<file path="config.mk">
export PLATFORM = sky130hd
export DESIGN_NAME = nested_square_segment_generator_unit
export DESIGN_NICKNAME = d
export VERILOG_FILES = /design/src/rtl/core/nssg_pkg.sv /design/src/rtl/core/nssg_ctrl.sv /design/src/rtl/core/nssg_dp.sv /design/src/rtl/core/nested_square_segment_generator_unit.sv
export SDC_FILE = /design/constraint.sdc
export NUM_CORES = 1
export LEC_CHECK = 0
export ABC_AREA = 0
export BUFFER_PORTS_ARGS = -buffer_cell sky130_fd_sc_hd__buf_2
export CAP_MARGIN = 20
export CORE_ASPECT_RATIO = 0.6
export CORE_UTILIZATION = 60
export CTS_CLUSTER_DIAMETER = 150
export DETAILED_ROUTE_END_ITERATION = 12
export GPL_TIMING_DRIVEN = 0
export PLACE_DENSITY = 0.78
export SLEW_MARGIN = 25
export SYNTH_ARGS = -nofsm -noshare
export SYNTH_HDL_FRONTEND = slang
export SYNTH_HIERARCHICAL = 1
export SYNTH_SLANG_ARGS = --single-unit
</file>
<file path="constraint.sdc">
create_clock -name clk -period 21.8 [get_ports clk]
set_clock_uncertainty 0.05 [all_clocks]
set_input_delay 3.27 -clock clk [delete_from_list [all_inputs] [get_ports clk]]
set_output_delay 3.27 -clock clk [all_outputs]
set_load 0.02 [all_outputs]
</file>
<file path="src/rtl/core/nssg_pkg.sv">
// Package for the nested square segment generator.
// Holds widths, reset values, register indexes, the controller state type
// and the command struct shared by the controller, datapath and top level.
package nssg_pkg;

  // Defaults for the top-level parameters.
  localparam int SCREEN_WIDTH_DEF  = 128;
  localparam int SCREEN_HEIGHT_DEF = 160;
  localparam int FRACTION_BITS_DEF = 8;

  // Field widths.
  localparam int COORD_W    = 8;
  localparam int SIDE_W     = 8;
  localparam int COLOR_W    = 24;
  localparam int RATIO_W    = 9;
  localparam int LEVEL_W    = 5;
  localparam int LEVEL_IDX_W = 4;
  localparam int EDGE_W     = 2;
  localparam int CFG_IDX_W  = 1;
  localparam int CFG_DATA_W = 9;

  // The ratio is Q1.8, so the interpolation step shifts by eight bits.
  localparam int LERP_SHIFT = 8;

  localparam logic [RATIO_W-1:0] RATIO_ONE   = 9'd256;
  localparam logic [RATIO_W-1:0] RATIO_RESET = 9'd205;
  localparam logic [LEVEL_W-1:0] MAX_LEVELS  = 5'd16;
  localparam logic [LEVEL_W-1:0] LEVEL_RESET = 5'd10;

  localparam logic [EDGE_W-1:0] EDGE_FIRST = 2'd0;
  localparam logic [EDGE_W-1:0] EDGE_LAST  = 2'd3;

  // Configuration register indexes.
  localparam logic [CFG_IDX_W-1:0] REG_LERP_RATIO  = 1'b0;
  localparam logic [CFG_IDX_W-1:0] REG_LEVEL_COUNT = 1'b1;

  // Controller states.
  typedef enum logic [1:0] {
    ST_IDLE = 2'b01,
    ST_RUN  = 2'b10
  } ctrl_state_t;

  // Commands from the controller to the datapath.
  typedef struct packed {
    logic load;  // capture a new parent square
    logic emit;  // produce one segment and advance the corner ring
    logic wrap;  // this segment closes the current level
    logic last;  // this segment closes the whole run
  } dp_cmd_t;

endpackage

</file>
<file path="src/rtl/core/nssg_ctrl.sv">
// Controller for the nested square segment generator.
// Sequences edges and levels and owns the output valid flag; uses nssg_pkg.
module nssg_ctrl
  import nssg_pkg::*;
(
  input  logic               clk,
  input  logic               rst_n,
  input  logic               in_valid,
  output logic               in_ready,
  output logic               out_valid,
  input  logic               out_ready,
  input  logic [LEVEL_W-1:0] level_count,
  output dp_cmd_t            cmd
);

  ctrl_state_t             state_r, state_nxt;
  logic [EDGE_W-1:0]       edge_r, edge_nxt;
  logic [LEVEL_IDX_W-1:0]  level_r, level_nxt;
  logic [LEVEL_W-1:0]      levels_r, levels_nxt;
  logic                    out_valid_r, out_valid_nxt;
  logic [LEVEL_W-1:0]      levels_clamped;
  logic [LEVEL_W-1:0]      levels_m1;
  logic                    accept;
  logic                    emit;
  logic                    wrap;
  logic                    last_level;

  // Level count is clamped once when the item is taken.
  assign levels_clamped = (level_count > MAX_LEVELS) ? MAX_LEVELS : level_count;
  assign levels_m1      = levels_r - 5'd1;

  assign in_ready   = (state_r == ST_IDLE);
  assign accept     = in_valid && in_ready;
  assign emit       = (state_r == ST_RUN) && (!out_valid_r || out_ready);
  assign wrap       = (edge_r == EDGE_LAST);
  assign last_level = ({1'b0, level_r} == levels_m1);

  assign cmd.load = accept;
  assign cmd.emit = emit;
  assign cmd.wrap = wrap;
  assign cmd.last = wrap && last_level;

  assign out_valid = out_valid_r;

  // Next-state logic for the run sequencer.
  always_comb begin
    state_nxt  = state_r;
    edge_nxt   = edge_r;
    level_nxt  = level_r;
    levels_nxt = levels_r;
    case (state_r)
      ST_IDLE: begin
        if (accept) begin
          levels_nxt = levels_clamped;
          edge_nxt   = EDGE_FIRST;
          level_nxt  = '0;
          if (levels_clamped != '0) begin
            state_nxt = ST_RUN;
          end
        end
      end
      ST_RUN: begin
        if (emit) begin
          edge_nxt = edge_r + 2'd1;
          if (wrap) begin
            level_nxt = level_r + 4'd1;
            if (last_level) begin
              state_nxt = ST_IDLE;
            end
          end
        end
      end
      default: begin
        state_nxt = ST_IDLE;
      end
    endcase
  end

  // The output slot is filled on emit and freed when the item is taken.
  always_comb begin
    if (emit) begin
      out_valid_nxt = 1'b1;
    end else if (out_ready) begin
      out_valid_nxt = 1'b0;
    end else begin
      out_valid_nxt = out_valid_r;
    end
  end

  always_ff @(posedge clk) begin
    if (!rst_n) begin
      state_r     <= ST_IDLE;
      edge_r      <= '0;
      level_r     <= '0;
      levels_r    <= '0;
      out_valid_r <= 1'b0;
    end else begin
      state_r     <= state_nxt;
      edge_r      <= edge_nxt;
      level_r     <= level_nxt;
      levels_r    <= levels_nxt;
      out_valid_r <= out_valid_nxt;
    end
  end

endmodule

</file>
<file path="src/rtl/core/nssg_dp.sv">
// Datapath for the nested square segment generator.
// Holds the corner ring, the interpolation unit and the output registers;
// uses nssg_pkg and is driven by nssg_ctrl through dp_cmd_t.
module nssg_dp
  import nssg_pkg::*;
#(
  parameter int SCREEN_WIDTH  = SCREEN_WIDTH_DEF,
  parameter int SCREEN_HEIGHT = SCREEN_HEIGHT_DEF,
  parameter int FRACTION_BITS = FRACTION_BITS_DEF
) (
  input  logic                      clk,
  input  dp_cmd_t                   cmd,
  input  logic [RATIO_W-1:0]        lerp_ratio,
  input  logic signed [COORD_W-1:0] in_corner_x,
  input  logic signed [COORD_W-1:0] in_corner_y,
  input  logic [SIDE_W-1:0]         in_side_length,
  input  logic [COLOR_W-1:0]        in_line_color,
  output logic [COORD_W-1:0]        out_start_x,
  output logic [COORD_W-1:0]        out_start_y,
  output logic [COORD_W-1:0]        out_end_x,
  output logic [COORD_W-1:0]        out_end_y,
  output logic [COLOR_W-1:0]        out_segment_color,
  output logic                      out_last_segment
);

  // Corner width: 8 integer bits plus sign and one bit of headroom for
  // corner minus side, plus the fraction.
  localparam int CW  = COORD_W + 2 + FRACTION_BITS;
  // Screen arithmetic width, wide enough for half the largest screen.
  localparam int SCW = CW + 12;
  localparam logic signed [SCW-1:0] HALF_W  = SCW'(SCREEN_WIDTH / 2) <<< FRACTION_BITS;
  localparam logic signed [SCW-1:0] HALF_H  = SCW'(SCREEN_HEIGHT / 2) <<< FRACTION_BITS;
  localparam logic signed [SCW-1:0] LIMIT_W = SCW'(SCREEN_WIDTH);
  localparam logic signed [SCW-1:0] LIMIT_H = SCW'(SCREEN_HEIGHT);

  // Floor to whole pixels, clamp to the screen and keep the low byte.
  function automatic logic [COORD_W-1:0] to_screen(input logic signed [SCW-1:0] v,
                                                   input logic signed [SCW-1:0] lim);
    logic signed [SCW-1:0] p;
    begin
      p = v >>> FRACTION_BITS;
      if (p < 0) begin
        p = '0;
      end else if (p > lim) begin
        p = lim;
      end
      return p[COORD_W-1:0];
    end
  endfunction

  // Move a toward b by lam/256, rounding the step toward minus infinity.
  function automatic logic signed [CW-1:0] lerp(input logic signed [CW-1:0] a,
                                                input logic signed [CW-1:0] b,
                                                input logic [RATIO_W-1:0] lam);
    logic signed [CW:0]          diff;
    logic signed [CW+RATIO_W+1:0] prod;
    logic signed [CW+RATIO_W+1:0] step;
    begin
      diff = {b[CW-1], b} - {a[CW-1], a};
      prod = diff * $signed({1'b0, lam});
      step = prod >>> LERP_SHIFT;
      return a + step[CW-1:0];
    end
  endfunction

  function automatic logic signed [SCW-1:0] widen(input logic signed [CW-1:0] c);
    begin
      return {{(SCW-CW){c[CW-1]}}, c};
    end
  endfunction

  // Corner ring: position 0 is the start of the current edge, position 1
  // its end, except on the closing edge where the end is the saved first.
  logic signed [CW-1:0] cx_r [4];
  logic signed [CW-1:0] cy_r [4];
  logic signed [CW-1:0] first_x_r, first_y_r;
  logic [COLOR_W-1:0]   color_r;

  logic [RATIO_W-1:0]   lam;
  logic signed [CW-1:0] load_x, load_y, load_side;
  logic signed [CW-1:0] end_x, end_y;
  logic signed [CW-1:0] next_x, next_y;

  logic [COORD_W-1:0] start_x_r, start_y_r, end_x_r, end_y_r;
  logic [COLOR_W-1:0] seg_color_r;
  logic               last_r;

  assign lam = (lerp_ratio > RATIO_ONE) ? RATIO_ONE : lerp_ratio;

  // Parent square in fixed point.
  assign load_x    = {{(CW-COORD_W){in_corner_x[COORD_W-1]}}, in_corner_x} << FRACTION_BITS;
  assign load_y    = {{(CW-COORD_W){in_corner_y[COORD_W-1]}}, in_corner_y} << FRACTION_BITS;
  assign load_side = {{(CW-SIDE_W){1'b0}}, in_side_length} << FRACTION_BITS;

  // Edge endpoints and the interpolated corner for the next level.
  assign end_x  = cmd.wrap ? first_x_r : cx_r[1];
  assign end_y  = cmd.wrap ? first_y_r : cy_r[1];
  assign next_x = lerp(cx_r[0], end_x, lam);
  assign next_y = lerp(cy_r[0], end_y, lam);

  // Corner ring: load a new square, or rotate by one with the new corner
  // entering at the back.
  always_ff @(posedge clk) begin
    if (cmd.load) begin
      cx_r[0]   <= load_x;
      cy_r[0]   <= load_y;
      cx_r[1]   <= load_x - load_side;
      cy_r[1]   <= load_y;
      cx_r[2]   <= load_x - load_side;
      cy_r[2]   <= load_y - load_side;
      cx_r[3]   <= load_x;
      cy_r[3]   <= load_y - load_side;
      first_x_r <= load_x;
      first_y_r <= load_y;
      color_r   <= in_line_color;
    end else if (cmd.emit) begin
      cx_r[0] <= cx_r[1];
      cy_r[0] <= cy_r[1];
      cx_r[1] <= cx_r[2];
      cy_r[1] <= cy_r[2];
      cx_r[2] <= cx_r[3];
      cy_r[2] <= cy_r[3];
      cx_r[3] <= next_x;
      cy_r[3] <= next_y;
      // The first corner of the next level is the one now at position 1.
      if (cmd.wrap) begin
        first_x_r <= cx_r[1];
        first_y_r <= cy_r[1];
      end
    end
  end

  // Output item registers.
  always_ff @(posedge clk) begin
    if (cmd.emit) begin
      start_x_r   <= to_screen(widen(cx_r[0]) + HALF_W, LIMIT_W);
      start_y_r   <= to_screen(HALF_H - widen(cy_r[0]), LIMIT_H);
      end_x_r     <= to_screen(widen(end_x) + HALF_W, LIMIT_W);
      end_y_r     <= to_screen(HALF_H - widen(end_y), LIMIT_H);
      seg_color_r <= color_r;
      last_r      <= cmd.last;
    end
  end

  assign out_start_x       = start_x_r;
  assign out_start_y       = start_y_r;
  assign out_end_x         = end_x_r;
  assign out_end_y         = end_y_r;
  assign out_segment_color = seg_color_r;
  assign out_last_segment  = last_r;

endmodule

</file>
<file path="src/rtl/core/nested_square_segment_generator_unit.sv">
// Top level of the nested square segment generator.
// Holds the configuration registers and joins nssg_ctrl and nssg_dp;
// uses nssg_pkg.
//
//   Channel   Direction  Handshake               Payload
//   in_       input      in_valid / in_ready     corner_x, corner_y, side_length, line_color
//   out_      output     out_valid / out_ready   start/end x and y, segment_color, last_segment
//   cfg_      input      cfg_wr_en               cfg_index, cfg_wdata
//
// A square yields level_count * 4 segments (level_count clamped to 16), one per
// cycle when the output is free; the corner ring and its single interpolation
// unit per axis set that pace.
// Reset is synchronous and active low; it returns the sequencer to idle,
// empties the output register and restores the register defaults.
// A stalled output freezes the sequencer; the next item is taken while the
// final segment still waits.
module nested_square_segment_generator_unit
  import nssg_pkg::*;
#(
  parameter int SCREEN_WIDTH  = SCREEN_WIDTH_DEF,
  parameter int SCREEN_HEIGHT = SCREEN_HEIGHT_DEF,
  parameter int FRACTION_BITS = FRACTION_BITS_DEF
) (
  input  logic                      clk,
  input  logic                      rst_n,
  input  logic                      cfg_wr_en,
  input  logic [CFG_IDX_W-1:0]      cfg_index,
  input  logic [CFG_DATA_W-1:0]     cfg_wdata,
  input  logic                      in_valid,
  output logic                      in_ready,
  input  logic signed [COORD_W-1:0] in_corner_x,
  input  logic signed [COORD_W-1:0] in_corner_y,
  input  logic [SIDE_W-1:0]         in_side_length,
  input  logic [COLOR_W-1:0]        in_line_color,
  output logic                      out_valid,
  input  logic                      out_ready,
  output logic [COORD_W-1:0]        out_start_x,
  output logic [COORD_W-1:0]        out_start_y,
  output logic [COORD_W-1:0]        out_end_x,
  output logic [COORD_W-1:0]        out_end_y,
  output logic [COLOR_W-1:0]        out_segment_color,
  output logic                      out_last_segment
);

  logic [RATIO_W-1:0] lerp_ratio_r, lerp_ratio_nxt;
  logic [LEVEL_W-1:0] level_count_r, level_count_nxt;
  dp_cmd_t            cmd;

  // Configuration register writes.
  always_comb begin
    lerp_ratio_nxt  = lerp_ratio_r;
    level_count_nxt = level_count_r;
    if (cfg_wr_en) begin
      case (cfg_index)
        REG_LERP_RATIO:  lerp_ratio_nxt  = cfg_wdata[RATIO_W-1:0];
        REG_LEVEL_COUNT: level_count_nxt = cfg_wdata[LEVEL_W-1:0];
        default: begin
          lerp_ratio_nxt  = lerp_ratio_r;
          level_count_nxt = level_count_r;
        end
      endcase
    end
  end

  always_ff @(posedge clk) begin
    if (!rst_n) begin
      lerp_ratio_r  <= RATIO_RESET;
      level_count_r <= LEVEL_RESET;
    end else begin
      lerp_ratio_r  <= lerp_ratio_nxt;
      level_count_r <= level_count_nxt;
    end
  end

  nssg_ctrl u_ctrl (
    .clk         (clk),
    .rst_n       (rst_n),
    .in_valid    (in_valid),
    .in_ready    (in_ready),
    .out_valid   (out_valid),
    .out_ready   (out_ready),
    .level_count (level_count_r),
    .cmd         (cmd)
  );

  nssg_dp #(
    .SCREEN_WIDTH  (SCREEN_WIDTH),
    .SCREEN_HEIGHT (SCREEN_HEIGHT),
    .FRACTION_BITS (FRACTION_BITS)
  ) u_dp (
    .clk               (clk),
    .cmd               (cmd),
    .lerp_ratio        (lerp_ratio_r),
    .in_corner_x       (in_corner_x),
    .in_corner_y       (in_corner_y),
    .in_side_length    (in_side_length),
    .in_line_color     (in_line_color),
    .out_start_x       (out_start_x),
    .out_start_y       (out_start_y),
    .out_end_x         (out_end_x),
    .out_end_y         (out_end_y),
    .out_segment_color (out_segment_color),
    .out_last_segment  (out_last_segment)
  );

endmodule
</file>
==> flow_metrics.py <==
metrics = {
    "synthesis": {
        "synth_flop_cell": "edfxtp_1",
        "synth_compound_area_share_pct": 9.604,
        "post_synth_xor_area_fraction_pct": 4.695,
        "synthTopCellsByArea": "edfxtp_1, fa_1, ha_1",
        "syn_nets": 3195,
        "synthCells": 2661,
        "synth_top_area_share_pct": 27.97,
        "synth_area_um2": 26300,
        "ys_seq_elements": 289,
        "yosys.area.top_type": "edfxtp_1",
        "synthDistinctLibCells": 81,
        "ys_async_sr_fraction_pct": 0,
        "synth_edf_count": 245,
        "yosysWarningCount": 6,
        "yosysSeqAreaShare_pct": 31.32,
        "yosys.area_share.simple_pct": 15.88,
        "avgSynthCellArea_um2": 9.885,
        "synthMuxAreaShare_pct": 1.817,
        "synth-adder-area-share_pct": 30.00,
        "synth_top_family_by_area": "adder cells",
    },
    "clock_network": {
        "clock-sinks": 289,
        "cts_max_level": 1,
        "clock_path_buffers": 3,
        "clock-root-buffer": "clkbuf_16",
        "cts-resized-gates": 0,
        "numCtsBuffers": 28,
        "clkTransAtPathRegs_ns": 0.06,
        "cts_tree": "done",
        "clock_latency_ns": 0.60,
        "cts_setup_buffers": 0,
        "ctsHoldBuffers": 0,
    },
    "die": {
        "rows": 58,
        "die_w_um": 272.3,
        "io_pins": 122,
        "core_um2": 42530,
        "floorplan.die.height_um": 164.2,
        "start_util_pct": 61.85,
        "dieArea_um2": 44710,
    },
    "sta": {
        "worst_pin_slew_ns": 1.087,
        "max_freq_mhz": 72.20,
        "drv_slew": 0,
        "finalCriticalPeriod_ns": 13.85,
        "post-route-period-util_pct": 63.54,
        "relSlewSlack_pct": 27.37,
        "rsz0062_at_grt": "false",
        "hold_viol": 0,
        "finalSetupTns_ns": 0,
        "finalSetupViolations": 0,
    },
    "status": {
        "outcome": "completed",
    },
    "flow_run": {
        "maxCapViolations": 0,
    },
    "routing": {
        "first_iter_violations": 2164,
        "drt-pass1-iter-count": 7,
        "ant_nets": 0,
        "route.vias.total": 19889,
        "routed_via_density": 5.841,
        "remaining_drc_errors": 0,
        "wire_per_inst_um": 20.88,
        "drt_wl_total_um": 71090,
    },
    "final_layout": {
        "num-fill-cells": 3370,
        "drive_gt1_share_pct": 8.183,
        "area_growth_pct": 8.747,
        "mostFrequentLayoutCells": "inv_1, nand2_1, fa_1",
        "final_nets": 3348,
        "final_common_cell": "inv_1",
        "antenna_cells": 0,
    },
    "setup_path": {
        "critPathKind": "flip-flop to flip-flop",
        "start_kind": "flip-flop",
        "crit_required_ns": 22.06,
        "critical-path-max-stage-delay_ns": 0.83,
        "cp_num_buf_inv": 9,
        "critical_path_peak_fanout": 10,
        "cp_top_family": "adder cells",
        "slowest_stage": "buf_1",
        "endpoint_kind": "flip-flop",
        "arrival_ns": 14.11,
    },
    "global_routing": {
        "grt_max_degree": 63,
        "grt_antenna_before_repair": 1,
        "grt_overflow": 0,
        "grt_pass1_vias": 19542,
        "grt_pass1_wl_um": 109200,
        "grt_util_all_layers_pct": 32.18,
    },
    "worst_hold_path": {
        "min_path_type": "flip-flop to flip-flop",
    },
    "placement": {
        "port_buffers": 121,
        "hpwl_um": 56660,
        "gp_congestion": 0.9964,
    },
}
[synth_stat cells, types with 4 or more instances]
library cell / count
and3_1: 8
a211oi_1: 11
o21ai_1: 4
or2_2: 9
a22o_1: 20
xnor2_1: 96
a21oi_1: 80
o211a_1: 4
dfxtp_1: 44
inv_1: 378
nand2b_1: 46
buf_4: 4
o31ai_1: 4
nand3_1: 25
or3_1: 12
o21ai_0: 75
a21boi_0: 14
buf_1: 9
a31oi_1: 20
o21a_1: 33
edfxtp_1: 245
buf_2: 5
nand4_1: 6
nor4_1: 9
nand2_1: 284
xor2_1: 45
or4_1: 7
nand3b_1: 13
mux2_2: 22
o211ai_1: 10
fa_1: 266
ha_1: 205
mux2i_1: 23
and2_1: 105
nor2_1: 256
nor2b_1: 44
a21o_1: 57
nor3_1: 36
o21bai_1: 6
clkbuf_1: 62
[sequential cells by signal, summed over array words and instances, names as in the netlist]
signal and cells:
u_dp/out_last_segment 1, u_ctrl/level_r 4, u_dp/cx_r 72, lerp_ratio_r 9
u_dp/out_start_x 8, u_dp/out_start_y 8, u_dp/color_r 24, u_ctrl/state_r 2
u_dp/out_end_x 8, u_ctrl/levels_r 5, u_ctrl/out_valid 1, u_dp/first_x_r 18
u_dp/out_end_y 8, level_count_r 5, u_dp/out_segment_color 24, u_ctrl/edge_r 2
u_dp/first_y_r 18, u_dp/cy_r 72
[cell type report]
class,count,area [µm²],area share [%]
Sequential cell,289,8238,28.80
Buffer,81,332.8,1.164
Timing Repair Buffer,123,660.6,2.310
Multi-Input combinational cell,1912,16320,57.05
Clock inverter,16,167.7,0.5861
Tap cell,570,713.2,2.493
Clock buffer,35,747.0,2.611
Inverter,379,1428,4.991
[layer usage]
metal	track usage (%)	wire (µm)
met1	46.32	31000
met4	6.129	1228
met2	48.01	30260
met5	0	0
met3	10.10	8607
[path summary, 6_finish.rpt]
kind / start / end / slack [ns] / depth (start not counted)
setup / recovery: u_ctrl/edge_r[0] / u_dp/cy_r[3][17] / 7.95 / 45
hold / removal: u_dp/color_r[12] / u_dp/out_segment_color[12] / 0.37 / 0
setup reg to reg: u_ctrl/edge_r[0] / u_dp/cy_r[3][17] / 7.95 / 45
hold reg to reg: u_dp/color_r[12] / u_dp/out_segment_color[12] / 0.37 / 0
[logic make-up after synthesis]
group	count (synthesis)
adders and majority gates	471
muxes	45
buffers and inverters	460
and+or+nand+nor	881
xor gates and xnor gates	141
DFF	289
AOI/OAI and AO/OA	374
[stage by stage]
step / cells / hold WS (ns) / setup slack (ns) / util [%] / cell area [µm²]
CTS: 3405 / 0.3692 / 8.265 / 67.25 / 28600
detailed placement: 3354 / 0.3545 / 8.268 / 65.10 / 27680
global route: 3405 / 0.3748 / 7.261 / 67.26 / 28600
global placement: 3352 / 0.3502 / 8.456 / 64.96 / 27620
floorplan: 2661 / 0.3503 / 10.93 / - / 26300
finish: 3405 / 0.3689 / 7.949 / 67.26 / 28600
Power is not shown: default switching activity piles up to over one toggle a cycle in this logic, so the estimate is an artifact.
